<file path="config.mk">
export PLATFORM = sky130hd
export DESIGN_NAME = majority_clocked_lfsr_keystream
export DESIGN_NICKNAME = d
export VERILOG_FILES = /design/src/rtl/mclk_pkg.sv /design/src/rtl/mclk_lfsr.sv /design/src/rtl/mclk_seq.sv /design/src/rtl/majority_clocked_lfsr_keystream.sv
export SDC_FILE = /design/constraint.sdc
export NUM_CORES = 1
export LEC_CHECK = 0
export ABC_CLOCK_PERIOD_IN_PS = 3100
export BUFFER_PORTS_ARGS = -buffer_cell sky130_fd_sc_hd__buf_4
export CAP_MARGIN = 40
export CORE_UTILIZATION = 40
export CTS_CLUSTER_SIZE = 25
export DETAILED_ROUTE_END_ITERATION = 7
export PLACE_DENSITY = 0.59
export SYNTH_ARGS = -nofsm -noshare
export SYNTH_HDL_FRONTEND = slang
export SYNTH_SLANG_ARGS = --single-unit
</file>
<file path="constraint.sdc">
create_clock -name clk_i -period 3.1 [get_ports clk_i]
set_input_delay 0.155 -clock clk_i [delete_from_list [all_inputs] [get_ports clk_i]]
set_output_delay 0.155 -clock clk_i [all_outputs]
set_load 0.01 [all_outputs]
</file>
<file path="src/rtl/mclk_pkg.sv">
`timescale 1ns / 1ps
// ----------------------------------------------------------------------------
// mclk_pkg: shared types and constants
// Register lengths, loading step counts, config register indexes and the
// control struct passed from the sequencer to the LFSR bank.
// ----------------------------------------------------------------------------
package mclk_pkg;

  localparam int LEN_ONE     = 19;
  localparam int LEN_TWO     = 22;
  localparam int LEN_THREE   = 23;
  localparam int KEY_STEPS   = 64;
  localparam int FRAME_STEPS = 22;

  localparam int KEY_W   = 64;
  localparam int FRAME_W = 22;
  localparam int TAP_W   = 5;
  localparam int CFG_W   = 64;
  localparam int CFG_IDX_W = 3;

  localparam logic [CFG_IDX_W-1:0] CFG_SESSION_KEY  = 3'd0;
  localparam logic [CFG_IDX_W-1:0] CFG_FRAME_NUMBER = 3'd1;
  localparam logic [CFG_IDX_W-1:0] CFG_TAP_ONE      = 3'd2;
  localparam logic [CFG_IDX_W-1:0] CFG_TAP_TWO      = 3'd3;
  localparam logic [CFG_IDX_W-1:0] CFG_TAP_THREE    = 3'd4;

  localparam logic [TAP_W-1:0] TAP_ONE_RST   = 5'd8;
  localparam logic [TAP_W-1:0] TAP_TWO_RST   = 5'd10;
  localparam logic [TAP_W-1:0] TAP_THREE_RST = 5'd10;

  // One step command for the LFSR bank.
  typedef struct packed {
    logic clear;    // zero all three registers
    logic load;     // loading step: new MSB = load_bit ^ old LSB
    logic load_bit;
    logic mix;      // majority-clocked step with feedback
  } lfsr_ctl_t;

endpackage

</file>
<file path="src/rtl/mclk_lfsr.sv">
`timescale 1ns / 1ps
// ----------------------------------------------------------------------------
// mclk_lfsr: three-register LFSR bank
// Holds the 19/22/23-bit right-shifting registers and performs one clear,
// loading or majority-clocked step per cycle.
// ----------------------------------------------------------------------------
module mclk_lfsr (
  input  logic                          clk_i,
  input  logic                          rst_ni,
  input  mclk_pkg::lfsr_ctl_t           ctl_i,
  input  logic [mclk_pkg::TAP_W-1:0]    tap_one_i,
  input  logic [mclk_pkg::TAP_W-1:0]    tap_two_i,
  input  logic [mclk_pkg::TAP_W-1:0]    tap_three_i,
  output logic                          ks_next_o
);

  logic [mclk_pkg::LEN_ONE-1:0]   r1_q, r1_d;
  logic [mclk_pkg::LEN_TWO-1:0]   r2_q, r2_d;
  logic [mclk_pkg::LEN_THREE-1:0] r3_q, r3_d;
  logic c1, c2, c3, maj;
  logic f1, f2, f3;

  // Tap at or beyond the register length reads as zero.
  assign c1 = (tap_one_i < mclk_pkg::TAP_W'(mclk_pkg::LEN_ONE)) ? r1_q[tap_one_i] : 1'b0;
  assign c2 = (tap_two_i < mclk_pkg::TAP_W'(mclk_pkg::LEN_TWO)) ? r2_q[tap_two_i] : 1'b0;
  assign c3 = (tap_three_i < mclk_pkg::TAP_W'(mclk_pkg::LEN_THREE)) ?
              r3_q[tap_three_i] : 1'b0;
  assign maj = (c1 & c2) | (c1 & c3) | (c2 & c3);

  assign f1 = r1_q[18] ^ r1_q[17] ^ r1_q[16] ^ r1_q[13];
  assign f2 = r2_q[21] ^ r2_q[20];
  assign f3 = r3_q[22] ^ r3_q[21] ^ r3_q[20] ^ r3_q[7];

  always_comb begin
    r1_d = r1_q;
    r2_d = r2_q;
    r3_d = r3_q;
    if (ctl_i.clear) begin
      r1_d = '0;
      r2_d = '0;
      r3_d = '0;
    end else if (ctl_i.load) begin
      r1_d = {ctl_i.load_bit ^ r1_q[0], r1_q[mclk_pkg::LEN_ONE-1:1]};
      r2_d = {ctl_i.load_bit ^ r2_q[0], r2_q[mclk_pkg::LEN_TWO-1:1]};
      r3_d = {ctl_i.load_bit ^ r3_q[0], r3_q[mclk_pkg::LEN_THREE-1:1]};
    end else if (ctl_i.mix) begin
      if (c1 == maj) r1_d = {f1, r1_q[mclk_pkg::LEN_ONE-1:1]};
      if (c2 == maj) r2_d = {f2, r2_q[mclk_pkg::LEN_TWO-1:1]};
      if (c3 == maj) r3_d = {f3, r3_q[mclk_pkg::LEN_THREE-1:1]};
    end
  end

  // Keystream bit as seen after this step.
  assign ks_next_o = r1_d[mclk_pkg::LEN_ONE-1] ^ r2_d[mclk_pkg::LEN_TWO-1] ^
                     r3_d[mclk_pkg::LEN_THREE-1];

  always_ff @(posedge clk_i or negedge rst_ni) begin
    if (!rst_ni) begin
      r1_q <= '0;
      r2_q <= '0;
      r3_q <= '0;
    end else begin
      r1_q <= r1_d;
      r2_q <= r2_d;
      r3_q <= r3_d;
    end
  end

endmodule

</file>
<file path="src/rtl/mclk_seq.sv">
`timescale 1ns / 1ps
// ----------------------------------------------------------------------------
// mclk_seq: init sequencer
// Shifts the key out MSB first, then the frame number LSB first, then runs
// the mixing steps, one step per cycle.
// ----------------------------------------------------------------------------
module mclk_seq #(
  parameter int MIX_STEPS = 100
) (
  input  logic                            clk_i,
  input  logic                            rst_ni,
  input  logic                            start_i,
  input  logic [mclk_pkg::KEY_W-1:0]      key_i,
  input  logic [mclk_pkg::FRAME_W-1:0]    frame_i,
  output logic                            busy_o,
  output mclk_pkg::lfsr_ctl_t             ctl_o
);

  localparam int MaxSteps = (MIX_STEPS > mclk_pkg::KEY_STEPS) ? MIX_STEPS
                                                              : mclk_pkg::KEY_STEPS;
  localparam int CntW = $clog2(MaxSteps);

  typedef enum logic [1:0] {
    S_IDLE,
    S_KEY,
    S_FRAME,
    S_MIX
  } state_e;

  state_e                         state_q;
  logic [CntW-1:0]                cnt_q;
  logic [mclk_pkg::KEY_W-1:0]     key_q;
  logic [mclk_pkg::FRAME_W-1:0]   frame_q;

  always_comb begin
    ctl_o = '0;
    case (state_q)
      S_KEY: begin
        ctl_o.load     = 1'b1;
        ctl_o.load_bit = key_q[mclk_pkg::KEY_W-1];
      end
      S_FRAME: begin
        ctl_o.load     = 1'b1;
        ctl_o.load_bit = frame_q[0];
      end
      S_MIX: begin
        ctl_o.mix = 1'b1;
      end
      default: begin
        ctl_o = '0;
      end
    endcase
  end

  assign busy_o = (state_q != S_IDLE);

  always_ff @(posedge clk_i or negedge rst_ni) begin
    if (!rst_ni) begin
      state_q <= S_IDLE;
      cnt_q   <= '0;
      key_q   <= '0;
      frame_q <= '0;
    end else begin
      case (state_q)
        S_IDLE: begin
          if (start_i) begin
            state_q <= S_KEY;
            cnt_q   <= '0;
            key_q   <= key_i;
            frame_q <= frame_i;
          end
        end
        S_KEY: begin
          key_q <= {key_q[mclk_pkg::KEY_W-2:0], 1'b0};
          if (cnt_q == CntW'(mclk_pkg::KEY_STEPS - 1)) begin
            state_q <= S_FRAME;
            cnt_q   <= '0;
          end else begin
            cnt_q <= cnt_q + 1'b1;
          end
        end
        S_FRAME: begin
          frame_q <= {1'b0, frame_q[mclk_pkg::FRAME_W-1:1]};
          if (cnt_q == CntW'(mclk_pkg::FRAME_STEPS - 1)) begin
            state_q <= S_MIX;
            cnt_q   <= '0;
          end else begin
            cnt_q <= cnt_q + 1'b1;
          end
        end
        S_MIX: begin
          if (cnt_q == CntW'(MIX_STEPS - 1)) begin
            state_q <= S_IDLE;
            cnt_q   <= '0;
          end else begin
            cnt_q <= cnt_q + 1'b1;
          end
        end
        default: begin
          state_q <= S_IDLE;
        end
      endcase
    end
  end

endmodule

</file>
<file path="src/rtl/majority_clocked_lfsr_keystream.sv">
`timescale 1ns / 1ps
// ----------------------------------------------------------------------------
// majority_clocked_lfsr_keystream: majority-clocked three-LFSR keystream unit
// Top level: request handshakes, config registers, output register.
// ----------------------------------------------------------------------------
// A data request (tuser = 1) clocks the three LFSRs once by majority vote and
// returns one result: keystream bit and data_in XOR keystream. Data requests
// are taken one per clock as long as the output side keeps up; the output
// register lets a new request in during the same cycle its result is taken.
// An init request (tuser = 0) produces no result. It clears the registers and
// then the sequencer runs 64 key loading steps (key bit 63 first), 22 frame
// loading steps (frame bit 0 first) and MIX_STEPS majority-clocked steps,
// one step per cycle, and tready stays low while these steps run. The key and
// frame number are captured into shift registers when the init request is
// taken. Config writes are taken at any time but only belong while the block
// is idle.
// ----------------------------------------------------------------------------
module majority_clocked_lfsr_keystream #(
  parameter int MIX_STEPS = 100
) (
  input  logic                              clk_i,
  input  logic                              rst_ni,
  // Config write port
  input  logic                              cfg_we_i,
  input  logic [mclk_pkg::CFG_IDX_W-1:0]    cfg_idx_i,
  input  logic [mclk_pkg::CFG_W-1:0]        cfg_data_i,
  // Request side
  input  logic                              s_axis_tvalid,
  output logic                              s_axis_tready,
  input  logic [7:0]                        s_axis_tdata,   // [0] data_in, [7:1] zero
  input  logic                              s_axis_tuser,   // [0] cmd
  // Result side
  output logic                              m_axis_tvalid,
  input  logic                              m_axis_tready,
  output logic [7:0]                        m_axis_tdata    // [0] keystream_bit,
                                                            // [1] data_out, [7:2] zero
);

  // Config registers
  logic [mclk_pkg::KEY_W-1:0]   key_q;
  logic [mclk_pkg::FRAME_W-1:0] frame_q;
  logic [mclk_pkg::TAP_W-1:0]   tap_one_q, tap_two_q, tap_three_q;

  // Handshake and control
  logic                 in_acc, init_acc, data_acc;
  logic                 seq_busy;
  mclk_pkg::lfsr_ctl_t  seq_ctl, lfsr_ctl;
  logic                 ks_next;

  // Output register
  logic                 out_vld_q;
  logic                 out_ks_q, out_dout_q;

  always_ff @(posedge clk_i or negedge rst_ni) begin
    if (!rst_ni) begin
      key_q       <= '0;
      frame_q     <= '0;
      tap_one_q   <= mclk_pkg::TAP_ONE_RST;
      tap_two_q   <= mclk_pkg::TAP_TWO_RST;
      tap_three_q <= mclk_pkg::TAP_THREE_RST;
    end else if (cfg_we_i) begin
      case (cfg_idx_i)
        mclk_pkg::CFG_SESSION_KEY:  key_q       <= cfg_data_i;
        mclk_pkg::CFG_FRAME_NUMBER: frame_q     <= cfg_data_i[mclk_pkg::FRAME_W-1:0];
        mclk_pkg::CFG_TAP_ONE:      tap_one_q   <= cfg_data_i[mclk_pkg::TAP_W-1:0];
        mclk_pkg::CFG_TAP_TWO:      tap_two_q   <= cfg_data_i[mclk_pkg::TAP_W-1:0];
        mclk_pkg::CFG_TAP_THREE:    tap_three_q <= cfg_data_i[mclk_pkg::TAP_W-1:0];
        default: ;  // unknown index: dropped
      endcase
    end
  end

  // Hold off while the init sequence runs or a result is stuck.
  assign s_axis_tready = !seq_busy && (!out_vld_q || m_axis_tready);
  assign in_acc   = s_axis_tvalid && s_axis_tready;
  assign init_acc = in_acc && !s_axis_tuser;
  assign data_acc = in_acc && s_axis_tuser;

  mclk_seq #(
    .MIX_STEPS (MIX_STEPS)
  ) u_seq (
    .clk_i   (clk_i),
    .rst_ni  (rst_ni),
    .start_i (init_acc),
    .key_i   (key_q),
    .frame_i (frame_q),
    .busy_o  (seq_busy),
    .ctl_o   (seq_ctl)
  );

  // Sequencer drives the bank while busy; requests only land when idle.
  always_comb begin
    lfsr_ctl       = seq_ctl;
    lfsr_ctl.clear = init_acc;
    lfsr_ctl.mix   = seq_ctl.mix | data_acc;
  end

  mclk_lfsr u_lfsr (
    .clk_i       (clk_i),
    .rst_ni      (rst_ni),
    .ctl_i       (lfsr_ctl),
    .tap_one_i   (tap_one_q),
    .tap_two_i   (tap_two_q),
    .tap_three_i (tap_three_q),
    .ks_next_o   (ks_next)
  );

  always_ff @(posedge clk_i or negedge rst_ni) begin
    if (!rst_ni) begin
      out_vld_q <= 1'b0;
    end else if (data_acc) begin
      out_vld_q <= 1'b1;
    end else if (m_axis_tready) begin
      out_vld_q <= 1'b0;
    end
  end

  always_ff @(posedge clk_i) begin
    if (data_acc) begin
      out_ks_q   <= ks_next;
      out_dout_q <= s_axis_tdata[0] ^ ks_next;
    end
  end

  assign m_axis_tvalid = out_vld_q;
  assign m_axis_tdata  = {6'b0, out_dout_q, out_ks_q};

  // --------------------------------------------------------------------------
  // Assertions
  // --------------------------------------------------------------------------
  a_no_req_while_busy : assert property (@(posedge clk_i) disable iff (!rst_ni)
    seq_busy |-> !s_axis_tready)
    else $error("request taken during init sequence");

  a_init_starts_seq : assert property (@(posedge clk_i) disable iff (!rst_ni)
    init_acc |=> seq_busy)
    else $error("init request did not start the sequencer");

  a_data_gives_result : assert property (@(posedge clk_i) disable iff (!rst_ni)
    data_acc |=> m_axis_tvalid)
    else $error("data request produced no result");

  a_result_has_source : assert property (@(posedge clk_i) disable iff (!rst_ni)
    $rose(m_axis_tvalid) |-> $past(data_acc))
    else $error("result appeared without a data request");

endmodule
</file>
==> impl_metrics.toml <==
[sta]
tns_ns = 0
skew_ns = 0.0145
finalSetupViolCount = 0
max_freq_mhz = 336
fin_crit_sh = 0.961
fin_ws_ns = 0.121
period_needed_ns = 2.98
slew_headroom = 0.506
hold_viol_final = 0
worst_slew_pin_slew_ns = 0.741
finalMaxSlewViolations = 0

[setup_path]
arrival_ns = 3.26
path_delay_family = "multiplexers"
crit_fanout = 3
critPathRequiredTime_ns = 3.38
crit_slowest_cell = "dfstp_2"
cp-end-kind = "register"
crit_type = "reg2reg"
crit_chain = "mux4_2 -> or2_1 -> a32o_1 -> nor3_4 -> mux2i_2 -> a211o_1 -> and3_4 -> xor2_2 -> xor3_1"
critPathBufInv = 0
cp-start-kind = "register"
slowest_delay_ns = 0.54

[drt]
initialDrtViolationCount = 306
dr_total_vias = 7550
detail-route-antenna-nets = 0
firstDrtPassIters = 4
detail_route.wirelength_mm = 23.1
drc = 0
vias_per_cell = 4.95
routedWlPerCell_um = 15.2

[grt]
grt_use_total = 0.158
antenna_found_initial = 0
first_global_vias = 7782
gr-usage-met1 = 0.221
gr-usage-met2 = 0.259
grt_max_degree = 97
grt.busiest_layer = "met2"
grt_pass1_wl_mm = 39.8
grt-ovfl-total = 0
use_met3 = 0.0219

[clock_network]
clock_latency_ns = 0.54
root_buffer = "clkbuf_16"
cts.clk_slew.worst_paths_ns = 0.06
post-cts-setup-buffers = 0
htreeDepth = 1
cts_buffer_depth = 3
cts_sinks = 263
tritoncts = "yes"
cts_made_buffers = 28

[power]
p_leak_nw = 6.73
total_power_mw = 7.93
cellPowerDensity_nw_per_um2 = 543
max-vdd-ir-drop_mv = 0.446

[cells_and_area]
drive_above_1_share = 0.250
final_area_sq_um = 14600
final.fill_count = 2602
fin_nets = 1210
diodes = 0
syn2layout_area_growth_pct = 22.8

[synthesis]
synthesis.area_sq_um = 11900
yosysMostFrequentCell = "dfrtp_1"
synth_cell_types = 55
synth_edf_count = 2
syn_area_per_cell_sq_um = 12.1
synth_async_sr_flop_share = 0.992
ys_ff_latch = 263
synthTopCellsByArea = "dfrtp_1, mux2i_1, mux2_2"
synth_top_flop_cell = "dfrtp_1"
synth_cells = 981
yosys.area.top_type = "dfrtp_1"
synthTopCellsByCount = "dfrtp_1, mux2i_1, mux2_2"
synth.top_cell.area_share = 0.539
yosysSeqAreaShare = 0.555
yosysWarnings = 0

[placement]
post-place-ws_ns = 0.0221
dpl_cell_area_sq_um = 13000
gp_congestion = 0.732
dp_hpwl_mm = 14.2
io_buffer_count = 77

[floorplanning]
io_pins = 91
die_w_um = 174
start_util = 0.411
die_h_um = 174
core-area_sq_um = 28900
dieArea_sq_um = 30400
rows = 62

[flow_run]
max-cap-violations = 0

[hold_path]
hold_path_class = "in2reg"

[outcome]
status = "finished, final reports clean"
## report_power, final
part | switching, mW | total, mW | internal, mW
clock | 1.32 | 3.15 | 1.83
combinational | 0.331 | 0.844 | 0.513
sequential | 0.191 | 3.93 | 3.74
## kinds of logic after synthesis
| logic type | share of synthesized area |
|---|---|
| multiplexers | 0.251 |
| adder cells (fa/ha/maj) | 0.00737 |
| buffers and inverters | 0.0303 |
| other | 0.000316 |
| AND/OR/NAND/NOR | 0.0820 |
| XOR/XNOR | 0.0100 |
| AO/OA/AOI/OAI | 0.0633 |
| flip-flops | 0.555 |
## area by class of cell
class	instances	area (sq um)	share of cell area
sequential	263	6600	0.452
timing repair buffer	173	1570	0.107
multi-input combinational	646	5040	0.346
inverter	10	37.5	0.00257
tap	384	480	0.0329
clock inverter	8	76.3	0.00523
clock buffer	40	786	0.0539
## tightest hold or removal path: cells and delay by family
family	cells	cell delay (ns)
buffers and inverters	1	0.11
and+or+nand+nor	3	0.30
## layout by cell type, fill, tap and decap left out, types with 5 or more instances in the layout
master / n
mux4_2: 10
clkinv_2: 6
dfstp_2: 5
nand3b_1: 5
nand3_1: 6
a21oi_1: 7
a21oi_2: 5
xnor2_1: 6
ha_1: 6
mux2i_1: 157
nor2_1: 71
inv_1: 10
o21ai_0: 96
conb_1: 6
nand2b_1: 7
clkbuf_1: 8
dfrtp_1: 255
mux2_2: 102
buf_4: 96
dlygate4sd3_1: 69
nor2b_1: 6
nand2_1: 98
buf_12: 7
clkbuf_16: 28
## per-layer routing
| metal | up-vias | share of wire | wire length, um |
|---|---|---|---|
| li1 | 3715 | - | - |
| met1 | 3709 | 0.49 | 11200 |
| met2 | 90 | 0.46 | 10700 |
| met3 | 36 | 0.027 | 636 |
| met4 | 0 | 0.024 | 550 |
| met5 | - | 0 | 0 |
## sequential cells by signal, summed over array words and instances (netlist names), 2 cells and up
name           count
u_lfsr.r1_q       19
key_q             64
u_lfsr.r3_q       23
u_seq.key_q       64
u_seq.frame_q     22
u_seq.state_q      2
frame_q           22
tap_one_q          5
u_seq.cnt_q        7
u_lfsr.r2_q       22
tap_three_q        5
tap_two_q          5
## worst paths after layout
kind / from / to / slack (ns) / depth (start not counted)
setup / recovery: tap_three_q[1]$_DFFE_PN1P_ / out_dout_q$_DFFE_PP_ / 0.12 / 9
hold / removal: s_axis_tvalid / u_lfsr.r2_q[20]$_DFFE_PN0P_ / 0.08 / 4
setup reg to reg: tap_three_q[1]$_DFFE_PN1P_ / out_dout_q$_DFFE_PP_ / 0.12 / 9
hold reg to reg: u_seq.key_q[18]$_DFFE_PN0P_ / u_seq.key_q[18]$_DFFE_PN0P_ / 0.48 / 2
max in group asynchronous: rst_ni / key_q[23]$_DFFE_PN0P_ / 1.98 / 3
min in group asynchronous: rst_ni / u_lfsr.r1_q[6]$_DFFE_PN0P_ / 0.20 / 2
## per-stage QoR
stage               instances   util  hold slack (ns)
floorplan                 986      -           -0.141
global placement         1407  0.449            0.230
detailed placement       1407  0.449            0.232
CTS                      1524  0.503           0.0538
global route             1524  0.504            0.106
finish                   1524  0.504           0.0771
## timing repair
item	4_1_cts	5_1_grt
pin swaps	0	2
hold buffers	69	0
setup endpoints to repair	1	2
gates resized for setup	1	6
endpoints found under the hold margin	187	0
Note: power is estimated with default switching activity, not from simulation.
